===== src/design/btc_pkg.sv =====
// Shared constants and controller/datapath handshake types for the
// block transposition cipher. No dependencies.
package btc_pkg;

  localparam int CHAR_W     = 8;
  localparam int LEN_W      = 4;
  localparam int KEY_W      = 36;
  localparam int CFG_IDX_W  = 2;
  localparam int CFG_DATA_W = 36;

  localparam logic [CFG_IDX_W-1:0] REG_KEY_LEN    = 2'd0;
  localparam logic [CFG_IDX_W-1:0] REG_KEY_DIGITS = 2'd1;
  localparam logic [CFG_IDX_W-1:0] REG_DIRECTION  = 2'd2;

  localparam logic [LEN_W-1:0]  KEY_LEN_RST    = 4'd1;
  localparam logic [KEY_W-1:0]  KEY_DIGITS_RST = 36'h987654321;
  localparam logic              DIR_ENCRYPT    = 1'b0;

  localparam logic [CHAR_W-1:0] PAD_CHAR = 8'h20;

  // controller -> datapath
  typedef struct packed {
    logic take;   // input request accepted
    logic emit;   // load next result into output register
    logic clear;  // last result of block loaded, reset fill count
  } btc_cmd_t;

  // datapath -> controller
  typedef struct packed {
    logic blk_done;   // current input completes a block
    logic emit_last;  // emit index is at the last block position
    logic slot_free;  // output register can take a result
  } btc_stat_t;

endpackage


===== src/design/btc_if.sv =====
// Valid/ready channel interfaces for the cipher's input and result streams.
// Depends on btc_pkg.
interface btc_in_if;
  logic                      valid;
  logic                      ready;
  logic [btc_pkg::CHAR_W-1:0] data_char;
  logic                      msg_end;

  modport source (output valid, output data_char, output msg_end, input ready);
  modport sink (input valid, input data_char, input msg_end, output ready);
endinterface

interface btc_out_if;
  logic                      valid;
  logic                      ready;
  logic [btc_pkg::CHAR_W-1:0] out_char;
  logic                      out_last;

  modport source (output valid, output out_char, output out_last, input ready);
  modport sink (input valid, input out_char, input out_last, output ready);
endinterface


===== src/design/btc_ctrl.sv =====
// Controller: collect/emit state machine for the cipher.
// Depends on btc_pkg command and status types.
module btc_ctrl (
  input  logic               clk,
  input  logic               rst_n,
  input  logic               in_valid,
  output logic               in_ready,
  input  btc_pkg::btc_stat_t stat,
  output btc_pkg::btc_cmd_t  cmd
);

  typedef enum logic [1:0] {
    ST_COLLECT = 2'b01,
    ST_EMIT    = 2'b10
  } btc_state_t;

  btc_state_t state_r, state_nxt;

  always_comb begin
    in_ready  = (state_r == ST_COLLECT);
    cmd.take  = in_ready && in_valid;
    cmd.emit  = (state_r == ST_EMIT) && stat.slot_free;
    cmd.clear = cmd.emit && stat.emit_last;
  end

  always_comb begin
    state_nxt = state_r;
    case (state_r)
      ST_COLLECT: begin
        if (cmd.take && stat.blk_done) state_nxt = ST_EMIT;
      end
      ST_EMIT: begin
        if (cmd.clear) state_nxt = ST_COLLECT;
      end
      default: state_nxt = ST_COLLECT;
    endcase
  end

  always_ff @(posedge clk) begin
    if (!rst_n) state_r <= ST_COLLECT;
    else        state_r <= state_nxt;
  end

endmodule


===== src/design/btc_dp.sv =====
// Datapath: config registers, block buffer, key permutation lookup and
// output register. Depends on btc_pkg.
module btc_dp #(
  parameter int MAX_KEY = 9
) (
  input  logic                          clk,
  input  logic                          rst_n,
  input  logic                          cfg_wr_en,
  input  logic [btc_pkg::CFG_IDX_W-1:0]  cfg_index,
  input  logic [btc_pkg::CFG_DATA_W-1:0] cfg_wdata,
  input  logic [btc_pkg::CHAR_W-1:0]     data_char,
  input  logic                          msg_end,
  input  logic                          out_ready,
  output logic                          out_valid,
  output logic [btc_pkg::CHAR_W-1:0]     out_char,
  output logic                          out_last,
  input  btc_pkg::btc_cmd_t              cmd,
  output btc_pkg::btc_stat_t             stat
);

  localparam int LW    = btc_pkg::LEN_W;
  localparam int IDX_W = (MAX_KEY > 1) ? $clog2(MAX_KEY) : 1;
  localparam logic [LW-1:0] MAX_LEN = LW'(MAX_KEY);

  function automatic logic [btc_pkg::CHAR_W-1:0] to_lower(
    input logic [btc_pkg::CHAR_W-1:0] c);
    if (c >= 8'h41 && c <= 8'h5A) return c + 8'h20;
    return c;
  endfunction

  logic [LW-1:0]              key_len_r;
  logic [btc_pkg::KEY_W-1:0]  key_digits_r;
  logic                       direction_r;
  logic [btc_pkg::CHAR_W-1:0] buf_r [MAX_KEY];
  logic [LW-1:0]              fill_r, fill_nxt;
  logic [LW-1:0]              pos_r, pos_nxt;
  logic                       last_r;
  logic                       out_valid_r, out_valid_nxt;
  logic [btc_pkg::CHAR_W-1:0] out_char_r;
  logic                       out_last_r;

  logic [LW-1:0]              len_eff;
  logic [LW-1:0]              wr_idx;
  logic [LW-1:0]              wr_cnt;
  logic [LW-1:0]              src;       // 1-based source position, 0 = pad
  logic [LW-1:0]              pos_key;   // key entry at current output position
  logic [LW-1:0]              pos_p1;
  logic [LW-1:0]              rd_idx;
  logic [btc_pkg::CHAR_W-1:0] res_char;

  // config registers
  always_ff @(posedge clk) begin
    if (!rst_n) begin
      key_len_r    <= btc_pkg::KEY_LEN_RST;
      key_digits_r <= btc_pkg::KEY_DIGITS_RST;
      direction_r  <= btc_pkg::DIR_ENCRYPT;
    end else if (cfg_wr_en) begin
      case (cfg_index)
        btc_pkg::REG_KEY_LEN:    key_len_r    <= cfg_wdata[LW-1:0];
        btc_pkg::REG_KEY_DIGITS: key_digits_r <= cfg_wdata[btc_pkg::KEY_W-1:0];
        btc_pkg::REG_DIRECTION:  direction_r  <= cfg_wdata[0];
        default: ;
      endcase
    end
  end

  // clamp block length to 1..MAX_KEY
  always_comb begin
    len_eff = key_len_r;
    if (len_eff == '0)     len_eff = LW'(1);
    if (len_eff > MAX_LEN) len_eff = MAX_LEN;
  end

  // write slot: stale partial block (length lowered) restarts at zero
  assign wr_idx = (fill_r >= len_eff) ? '0 : fill_r;
  assign wr_cnt = wr_idx + LW'(1);

  always_comb begin
    stat.blk_done  = (wr_cnt >= len_eff) || msg_end;
    stat.emit_last = (pos_r == len_eff - LW'(1));
    stat.slot_free = !out_valid_r || out_ready;
  end

  // permutation lookup for the current output position
  assign pos_p1 = pos_r + LW'(1);

  always_comb begin
    pos_key = '0;
    for (int i = 0; i < MAX_KEY; i++) begin
      if (pos_r == LW'(i)) pos_key = key_digits_r[4*i +: 4];
    end
  end

  always_comb begin
    src = '0;
    if (direction_r) begin
      // inverse key; later entries take priority
      for (int i = 0; i < MAX_KEY; i++) begin
        if (LW'(i) < len_eff && key_digits_r[4*i +: 4] == pos_p1) src = LW'(i + 1);
      end
    end else if (pos_key != '0 && pos_key <= len_eff) begin
      src = pos_key;
    end
  end

  assign rd_idx = src - LW'(1);

  always_comb begin
    res_char = btc_pkg::PAD_CHAR;
    if (src != '0 && src <= fill_r) res_char = to_lower(buf_r[rd_idx[IDX_W-1:0]]);
  end

  // block buffer (no reset, read only where written)
  always_ff @(posedge clk) begin
    if (cmd.take) buf_r[wr_idx[IDX_W-1:0]] <= data_char;
  end

  always_comb begin
    fill_nxt = fill_r;
    pos_nxt  = pos_r;
    if (cmd.take) begin
      fill_nxt = wr_cnt;
      pos_nxt  = '0;
    end
    if (cmd.emit) pos_nxt = pos_p1;
    if (cmd.clear) begin
      fill_nxt = '0;
      pos_nxt  = '0;
    end
  end

  always_ff @(posedge clk) begin
    if (!rst_n) begin
      fill_r <= '0;
      pos_r  <= '0;
    end else begin
      fill_r <= fill_nxt;
      pos_r  <= pos_nxt;
    end
  end

  always_ff @(posedge clk) begin
    if (cmd.take) last_r <= msg_end;
  end

  // output register
  always_comb begin
    out_valid_nxt = out_valid_r;
    if (cmd.emit)      out_valid_nxt = 1'b1;
    else if (out_ready) out_valid_nxt = 1'b0;
  end

  always_ff @(posedge clk) begin
    if (!rst_n) out_valid_r <= 1'b0;
    else        out_valid_r <= out_valid_nxt;
  end

  always_ff @(posedge clk) begin
    if (cmd.emit) begin
      out_char_r <= res_char;
      out_last_r <= last_r && stat.emit_last;
    end
  end

  assign out_valid = out_valid_r;
  assign out_char  = out_char_r;
  assign out_last  = out_last_r;

endmodule


===== src/design/block_transposition_cipher.sv =====
// Top level of the columnar block transposition cipher.
// Depends on btc_pkg, btc_if, btc_ctrl and btc_dp.
//
//   channel   dir   handshake      payload
//   in_chan   in    valid/ready    data_char[7:0], msg_end
//   out_chan  out   valid/ready    out_char[7:0], out_last
//   cfg_*     in    cfg_wr_en      cfg_index[1:0], cfg_wdata[35:0]
//
// A request that does not complete a block is taken without any emission.
// A request that completes a block (full, or msg_end) is followed by
// one emission per block position (the clamped key length), one result per
// cycle from the output register; input ready is low during emission.
// Output stalls hold the emission counter in place.
// rst_n is synchronous, active low: registers return to key_len 1,
// identity key, encrypt, empty block. The block buffer itself is not reset.
module block_transposition_cipher #(
  parameter int MAX_KEY = 9
) (
  input  logic                          clk,
  input  logic                          rst_n,
  btc_in_if.sink                        in_chan,
  btc_out_if.source                     out_chan,
  input  logic                          cfg_wr_en,
  input  logic [btc_pkg::CFG_IDX_W-1:0]  cfg_index,
  input  logic [btc_pkg::CFG_DATA_W-1:0] cfg_wdata
);

  btc_pkg::btc_cmd_t  cmd;
  btc_pkg::btc_stat_t stat;
  logic               in_ready;
  logic               out_valid;
  logic [btc_pkg::CHAR_W-1:0] out_char;
  logic               out_last;

  // collect/emit sequencing
  btc_ctrl u_ctrl (
    .clk      (clk),
    .rst_n    (rst_n),
    .in_valid (in_chan.valid),
    .in_ready (in_ready),
    .stat     (stat),
    .cmd      (cmd)
  );

  // buffer, key lookup, output register
  btc_dp #(
    .MAX_KEY (MAX_KEY)
  ) u_dp (
    .clk       (clk),
    .rst_n     (rst_n),
    .cfg_wr_en (cfg_wr_en),
    .cfg_index (cfg_index),
    .cfg_wdata (cfg_wdata),
    .data_char (in_chan.data_char),
    .msg_end   (in_chan.msg_end),
    .out_ready (out_chan.ready),
    .out_valid (out_valid),
    .out_char  (out_char),
    .out_last  (out_last),
    .cmd       (cmd),
    .stat      (stat)
  );

  assign in_chan.ready     = in_ready;
  assign out_chan.valid    = out_valid;
  assign out_chan.out_char = out_char;
  assign out_chan.out_last = out_last;

endmodule


===== src/flat_wrapper.sv =====
// flat-port wrapper written by rule: the top's interface ports become plain ports
module block_transposition_cipher_flat 
#(
  parameter int MAX_KEY = 9
)
  (clk, rst_n, cfg_wr_en, cfg_index, cfg_wdata, in_chan_valid, in_chan_data_char, in_chan_msg_end, in_chan_ready, out_chan_valid, out_chan_out_char, out_chan_out_last, out_chan_ready);
  btc_in_if in_chan_i ();
  btc_out_if out_chan_i ();
  input  logic clk;
  input  logic rst_n;
  input  logic cfg_wr_en;
  input  logic [btc_pkg::CFG_IDX_W-1:0] cfg_index;
  input  logic [btc_pkg::CFG_DATA_W-1:0] cfg_wdata;
  input wire logic [$bits(in_chan_i.valid)-1:0] in_chan_valid;
  input wire logic [$bits(in_chan_i.data_char)-1:0] in_chan_data_char;
  input wire logic [$bits(in_chan_i.msg_end)-1:0] in_chan_msg_end;
  output wire logic [$bits(in_chan_i.ready)-1:0] in_chan_ready;
  output wire logic [$bits(out_chan_i.valid)-1:0] out_chan_valid;
  output wire logic [$bits(out_chan_i.out_char)-1:0] out_chan_out_char;
  output wire logic [$bits(out_chan_i.out_last)-1:0] out_chan_out_last;
  input wire logic [$bits(out_chan_i.ready)-1:0] out_chan_ready;
  assign in_chan_i.valid = in_chan_valid;
  assign in_chan_i.data_char = in_chan_data_char;
  assign in_chan_i.msg_end = in_chan_msg_end;
  assign in_chan_ready = in_chan_i.ready;
  assign out_chan_valid = out_chan_i.valid;
  assign out_chan_out_char = out_chan_i.out_char;
  assign out_chan_out_last = out_chan_i.out_last;
  assign out_chan_i.ready = out_chan_ready;
  block_transposition_cipher #(.MAX_KEY(MAX_KEY)) u_core (.clk(clk), .rst_n(rst_n), .in_chan(in_chan_i), .out_chan(out_chan_i), .cfg_wr_en(cfg_wr_en), .cfg_index(cfg_index), .cfg_wdata(cfg_wdata));
endmodule

===== config.mk =====
export PLATFORM = sky130hd
export DESIGN_NAME = block_transposition_cipher_flat
export DESIGN_NICKNAME = d
export VERILOG_FILES = /design/src/design/btc_pkg.sv /design/src/design/btc_if.sv /design/src/design/btc_ctrl.sv /design/src/design/btc_dp.sv /design/src/design/block_transposition_cipher.sv /design/src/flat_wrapper.sv
export SDC_FILE = /design/constraint.sdc
export NUM_CORES = 1
export LEC_CHECK = 0
export BUFFER_PORTS_ARGS = -buffer_cell sky130_fd_sc_hd__buf_2
export CAP_MARGIN = 20
export CORE_MARGIN = 10
export CORE_UTILIZATION = 55
export CTS_CLUSTER_DIAMETER = 100
export DETAILED_ROUTE_END_ITERATION = 10
export HOLD_SLACK_MARGIN = 0.12
export PLACE_DENSITY_LB_ADDON = 0.25
export SETUP_SLACK_MARGIN = 0.4
export SLEW_MARGIN = 20
export SYNTH_ARGS = -nofsm -noshare
export SYNTH_HDL_FRONTEND = slang
export SYNTH_HIERARCHICAL = 1
export SYNTH_SLANG_ARGS = --single-unit

===== constraint.sdc =====
create_clock -name clk -period 10.05 [get_ports clk]
set_input_delay 0.5025 -clock clk [delete_from_list [all_inputs] [get_ports clk]]
set_output_delay 0.5025 -clock clk [all_outputs]
set_load 0.01 [all_outputs]

Yosys cells after proc, flatten, opt, wreduce, memory -nomap -nowiden
Memory sizes are Yosys's and may differ from the RTL's.
Index checks and enable logic that the tools add are counted.
Word-level totals
  bits in registers: 62
  memory bits (writable): 72
  bits of input ports: 52
  output and inout port bits: 11
  word-level logic and storage cells: 125
  memories kept: 1
Cells by class
  $add $sub $neg: 5
  magnitude comparators: 16
  equal/unequal tests: 24
  muxes and demuxes: 36
  bitwise logic cells: 1
  reduce and logical (&&, ||, !) cells: 32
Memories
  u_core.u_dp.buf_r: depth 9, width 8, read ports 1, clocked after Yosys merged registers in 0, write ports 1, line btc_dp.sv:34  | logic [btc_pkg::CHAR_W-1:0] buf_r [MAX_KEY];
Operators by type and width (number)
  4-bit 2-to-1 mux: 24
  4-bit equality test: 10
  1-bit logical AND: 17
  4-bit by 3-bit equality test with 1-bit output, second input constant: 4
  3-bit by 4-bit less-than comparator with 1-bit output, first input constant: 4
  8-bit 2-to-1 mux: 2
  4-bit by 1-bit adder with 4-bit output, second input constant: 2
  8-bit by 6-bit adder with 8-bit output, second input constant: 1
  4-bit by 2-bit equality test with 1-bit output, second input constant: 2
  4-bit >= comparator: 2
  8-bit by 7-bit >= comparator with 1-bit output, second input constant: 1
  4-bit less-or-equal comparator: 2
  8-bit by 7-bit less-or-equal comparator with 1-bit output, second input constant: 1
  4-bit zero test: 2
  1-bit by 4-bit less-than comparator with 1-bit output, first input constant: 2
  2-bit by 4-bit less-than comparator with 1-bit output, first input constant: 2
  2-bit AND reduction: 4
  4-bit nonzero test: 2
  4-bit by 1-bit subtractor with 4-bit output, second input constant: 2
  1-bit 2-to-1 mux: 7
  2-bit by 1-bit equality test with 1-bit output, second input constant: 2
  2-bit equality test, second input constant: 2
  4-bit by 1-bit equality test with 1-bit output, second input constant: 1
  4-bit equality test, second input constant: 1
  11 further kinds: 15

Logic depth before layout (Yosys ltp)
An unclocked memory read counts as a cell.
  word-level depth: 23
  mapped depth: 31
  depth with buffers taken out: 26

Modules after synthesis
Netlist, hierarchy kept.
Modules (own cells, without submodules)
  btc_dp: instances 1, cells each 642, area each 7123.1 um^2, seq. area each 3463.3 um^2
  btc_ctrl: instances 1, cells each 11, area each 106.4 um^2, seq. area each 40.0 um^2

Least setup slack after synthesis
Ideal clock, no wire load.
  path type: reg-to-reg
  start: reg u_core.u_dp.pos_r[0]
  end: reg u_core.u_dp.out_char_r (netlist bit u_core/u_dp/out_char[6]), data pin
  setup time: 261 ps
  arrival: 5675 ps
  data required time: 9789 ps
  setup slack: 4114 ps
  stages on the path, launching flop included: 30
  path buffers: 6
  period minus slack after synthesis: 5936 ps
  cells stage by stage: dfxtp_1 > buf_2 > buf_2 > inv_1 > ha_1 > clkbuf_1 > nand3b_1 > a21oi_1 > a21oi_1 > o21ai_0 > a221oi_1 > inv_1 > ha_1 > a21oi_1 > a21boi_0 > o41ai_1 > o211a_1 > buf_2 > inv_1 > ha_1 > and2_1 > a211oi_4 > buf_8 > buf_4 > mux2i_1 > a22oi_1 > a211o_1 > o211ai_1 > o21ai_2 > o311a_1
Between the ends
  word-level cells in the longest chain between the ends: 21
  elaborated cells on any way between the ends: 64
  classes of those cells: add/sub (3); order compare (4); eq/ne (17); mux (24); reduce/logical (15); memory (1)
RTL lines
  start: declaration: line btc_dp.sv:36  | logic [LW-1:0] pos_r, pos_nxt;
  start signal: assignment: line btc_dp.sv:138  | pos_r <= pos_nxt;
  4-bit zero test: line btc_dp.sv:90  | if (pos_r == LW'(i)) pos_key = key_digits_r[4*i +: 4];
  4-bit 2-to-1 mux (9 in a row): line btc_dp.sv:90
  4-bit less-or-equal comparator / 4-bit nonzero test (equally long branches): line btc_dp.sv:101  | end else if (pos_key != '0 && pos_key <= len_eff) begin
  1-bit logical AND: line btc_dp.sv:101
  4-bit 2-to-1 mux: line btc_dp.sv:101
  4-bit 2-to-1 mux (*): line btc_dp.sv:96  | if (direction_r) begin
  4-bit by 1-bit subtractor with 4-bit output: line btc_dp.sv:106  | assign rd_idx = src - LW'(1);
  memory read 9 x 8 bit
  8-bit by 7-bit >= comparator with 1-bit output / 8-bit by 7-bit less-or-equal comparator with 1-bit output (equally long branches): line btc_dp.sv:27  | if (c >= 8'h41 && c <= 8'h5A) return c + 8'h20;
  1-bit logical AND: line btc_dp.sv:27
  1-bit 2-to-1 mux: line btc_dp.sv:27
  1-bit 2-to-1 mux: line btc_dp.sv:110  | if (src != '0 && src <= fill_r) res_char = to_lower(buf_r[rd_idx[IDX_W-1:0]]);
  8-bit 2-to-1 mux: line btc_dp.sv:28  | return c;
  end signal: assignment: line btc_dp.sv:160  | out_char_r <= res_char;
  end: declaration: line btc_dp.sv:39  | logic [btc_pkg::CHAR_W-1:0] out_char_r;
Every way passes the cells marked *; elsewhere a longest branch is shown, timed or not. The select of a mux whose other input is x is not followed.
A chain may end at the register's enable or synchronous reset.

Final worst setup path
Same ends and word-level chain as after synthesis.

==> metrics.txt <==
status complete, no violations; simple-gate share of the synthesized area roughly 15%; Area growth, synth to finish 13.4%; Worst slew margin 39.9%; Post-synth EDFFs 82; Via Count 5261; post-synthesis async set-or-reset flop share 0%; maxcap violations 0; final setup violating endpoints 0; met3 routed WL 1490 µm; most common cell after layout, fill and taps aside nand2_1; Post-DRT Antenna Nets 0; worst vdd ir 0.121 mV; Longest Clk Path Bufs 2; Worst-Margin Slew 895 ps; cts-stage hold buffer count 0; routed len/inst 19.6 µm; Post-Synth Adder-Cell Area under 10%; Pre-antenna DRT Iters 5; Final TNS setup 0 ps; post-detailed-placement half-perimeter wirelength 12500 µm; worst setup margin 2890 ps; CTS sink cnt roughly 130; fill cell count 1025; H-tree level count 4; worst clock skew between 8 and 9 ps; Finished Layout Cells 891; Startpoint Class register; cell chain of the critical path ha_1, nand3b_1, a21oi_1, a21oi_1, o21ai_0, a221oi_1, inv_1, ha_1, a21oi_1, a21boi_0, o41ai_1, o211a_1, inv_1, ha_1, and2_1, a211oi_4, buf_4, mux2i_1, mux4_2, mux2_2, nand4_2, o21ai_2, o311a_1; compound-gate portion of the synthesized area 12.6%; Netlist cell types 77; antenna violations before repair 1; final net count 786; highest routed layer met5; internal power 1070 µW; vias per cell 5.90; GRT overflow 0; initial DRC count 529; Core ar. 12700 µm²; CP max stage cell dfxtp_1; Starting Density between 50% and 60%; pre-CTS setup slack 3010 ps; post-synthesis xor/xnor area fraction 7.89%; Fmax achieved 0.140 GHz; sequential power share 42.4%; Total Routing Usage GR approximately 19%; total CTS buffers 17; Seq/Total Area, Yosys around 48%; Inserted Diodes 0; proportion of layout cells with a drive suffix above 1 17.4%; Switch Pwr 387 µW; Worst path max stage delay ~850 ps; port bufs 62; Yosys warning count 6; die width 135 µm; critical setup path kind reg -> reg; multiplexer share of the synthesized area 7.23%; Pwr Density 178 nW/µm²; area of the mapped netlist 7230 µm²; combinational family with the most area after synthesis simple AND/OR/NAND/NOR gates; Net Sw Frac a little over a quarter; top-level port count 63; Die Footprint between 15000 and 20000 µm²; top cells by area, synth edfxtp_1, dfxtp_1, nand2_1; RePlAce Congestion 0.882; Clock Power Share 41.6%; Max FO, Critical Path 23; critical path capture point type register; DRC Markers 0; via count of the first global-routing pass 5095; Final Util 64.4%; Die Span Y about 130 µm; post-CTS setup buffers 0; clk slew on worst S/H paths 60 ps; Placed Instances 859; global-route wire length before repair 27400 µm; drt total wl 17400 µm; P_leak 0.00327 µW; Mapped Nets approximately 730; final slew viol count 0; post-synthesis area per instance 11.1 µm²; Hold Crit Class in -> reg; root buffer cell clkbuf_16; row count 41; Yosys top cell area share 34.1%; Hold Vio Cnt, Final 0; Most used DFF post-synth edfxtp_1; part of the power in combinational logic ~16%; RSZ-0062 raised after global routing no; Post-Synthesis Cells 653; Min Clock Period, post-route 7160 ps; largest net degree at the start of global routing 46; hold_ws 278 ps; Worst-Skew Late Latency 420 ps; period utilisation layout 71.2%; Data required, critical path 10220 ps; met2 wire len 7590 µm; most frequent cells in the layout nand2_1, edfxtp_1, buf_2; CTS tree built; area leader, netlist edfxtp_1; Post-Route M1 WL between 8000 and 9000 µm; Yosys reg bits 134; post-cts resize count 0; worst path arrival time 7330 ps
==> flip-flops by register name, summed over array words and instances (netlist names) <==
| name | cells |
|---|---|
| u_core/u_dp/out_last | 1 |
| u_core/u_dp/pos_r | 4 |
| u_core/u_dp/key_len_r | 4 |
| u_core/u_ctrl/state_r | 2 |
| u_core/u_dp/buf_r | 72 |
| u_core/u_dp/key_digits_r | 36 |
| u_core/u_dp/out_char | 8 |
| u_core/u_dp/last_r | 1 |
| u_core/u_dp/direction_r | 1 |
| u_core/u_dp/out_valid | 1 |
| u_core/u_dp/fill_r | 4 |
==> power by group through the flow <==
stage / sequential (µW) / combinational [µW] / clock (µW)
after CTS: 616 / 230 / 616
after global routing: 618 / 254 / 641
after global placement: 628 / 219 / 0
after detailed placement: 628 / 228 / 0
after floorplan: 622 / 171 / 0
final: 617 / 234 / 606
==> metrics by stage <==
stage	instance area, µm²	power (µW)
finish	8200	1460
global route	8200	1510
CTS	8200	1460
detailed placement	7620	855
global placement	7610	846
floorplan	7230	794
==> layer usage <==
layer,up-vias,track usage (%)
met3,25,5.79
met1,2531,27.3
met2,230,27.6
met5,-,0
li1,2473,-
met4,2,7.13
==> final cells by class <==
class	instances	area, µm²	area share, %
Inverter	28	105	1.28
Sequential cell	134	3500	42.7
Timing Repair Buffer	65	337	4.11
Multi-Input combinational cell	460	3460	42.2
Tap cell	172	215	2.63
Clock inverter	14	148	1.80
Clock buffer	18	429	5.24
==> cells by family (layout without fill, tap and decap cells) <==
| group | count (synthesis) | count (layout) |
|---|---|---|
| XOR/XNOR | 45 | 45 |
| AND/OR/NAND/NOR | 222 | 222 |
| adder cells (fa/ha/maj) | 28 | 28 |
| flip-flops | 134 | 134 |
| buffers and inverters | 59 | 125 |
| AO/OA/AOI/OAI | 123 | 123 |
| multiplexers | 42 | 42 |
==> cell usage after synthesis, types with 3 or more instances <==
master / number
clkbuf_1: 16
a22oi_1: 4
a31oi_1: 6
o22ai_1: 3
a21boi_0: 23
xor2_1: 14
mux4_2: 8
a21oi_1: 20
a21o_1: 4
buf_4: 5
nor2_1: 31
a211oi_1: 8
nand2_1: 101
nor2b_1: 9
a221o_1: 3
dfxtp_1: 52
xnor3_1: 9
nand2b_1: 8
nand3_1: 18
a221oi_1: 6
and2_1: 17
buf_2: 7
nor3_1: 6
ha_1: 28
nand3b_1: 7
edfxtp_1: 82
xor3_1: 3
xnor2_1: 18
mux2i_1: 32
o211ai_1: 8
and3_1: 5
inv_1: 26
o21ai_0: 12
==> critical path, delay by kind of cell, from the launching register on <==
kind / cells / cell delay [ps]
muxes: 3 / 970
and+or+nand+nor: 3 / 430
AOI/OAI and AO/OA: 11 / 2700
DFF: 1 / 850
buffers and inverters: 3 / 700
adders and majority gates: 3 / 1240
==> final timing paths <==
path / from / cells past startpoint / end / slack (ps)
worst max-delay path: u_core/u_dp/pos_r[0]$_SDFFE_PP0P_ / 23 / u_core/u_dp/out_char[6]$_SDFFCE_PN0P_ / 2890
worst min-delay path: in_chan_msg_end / 1 / u_core/u_dp/last_r$_DFFE_PP_ / 280
worst min register to register: u_core/u_dp/key_digits_r[14]$_SDFFE_PN1P_ / 2 / u_core/u_dp/key_digits_r[14]$_SDFFE_PN1P_ / 510
worst max register to register: u_core/u_dp/pos_r[0]$_SDFFE_PP0P_ / 23 / u_core/u_dp/out_char[6]$_SDFFCE_PN0P_ / 2890
(Power assumes the default switching activity.)
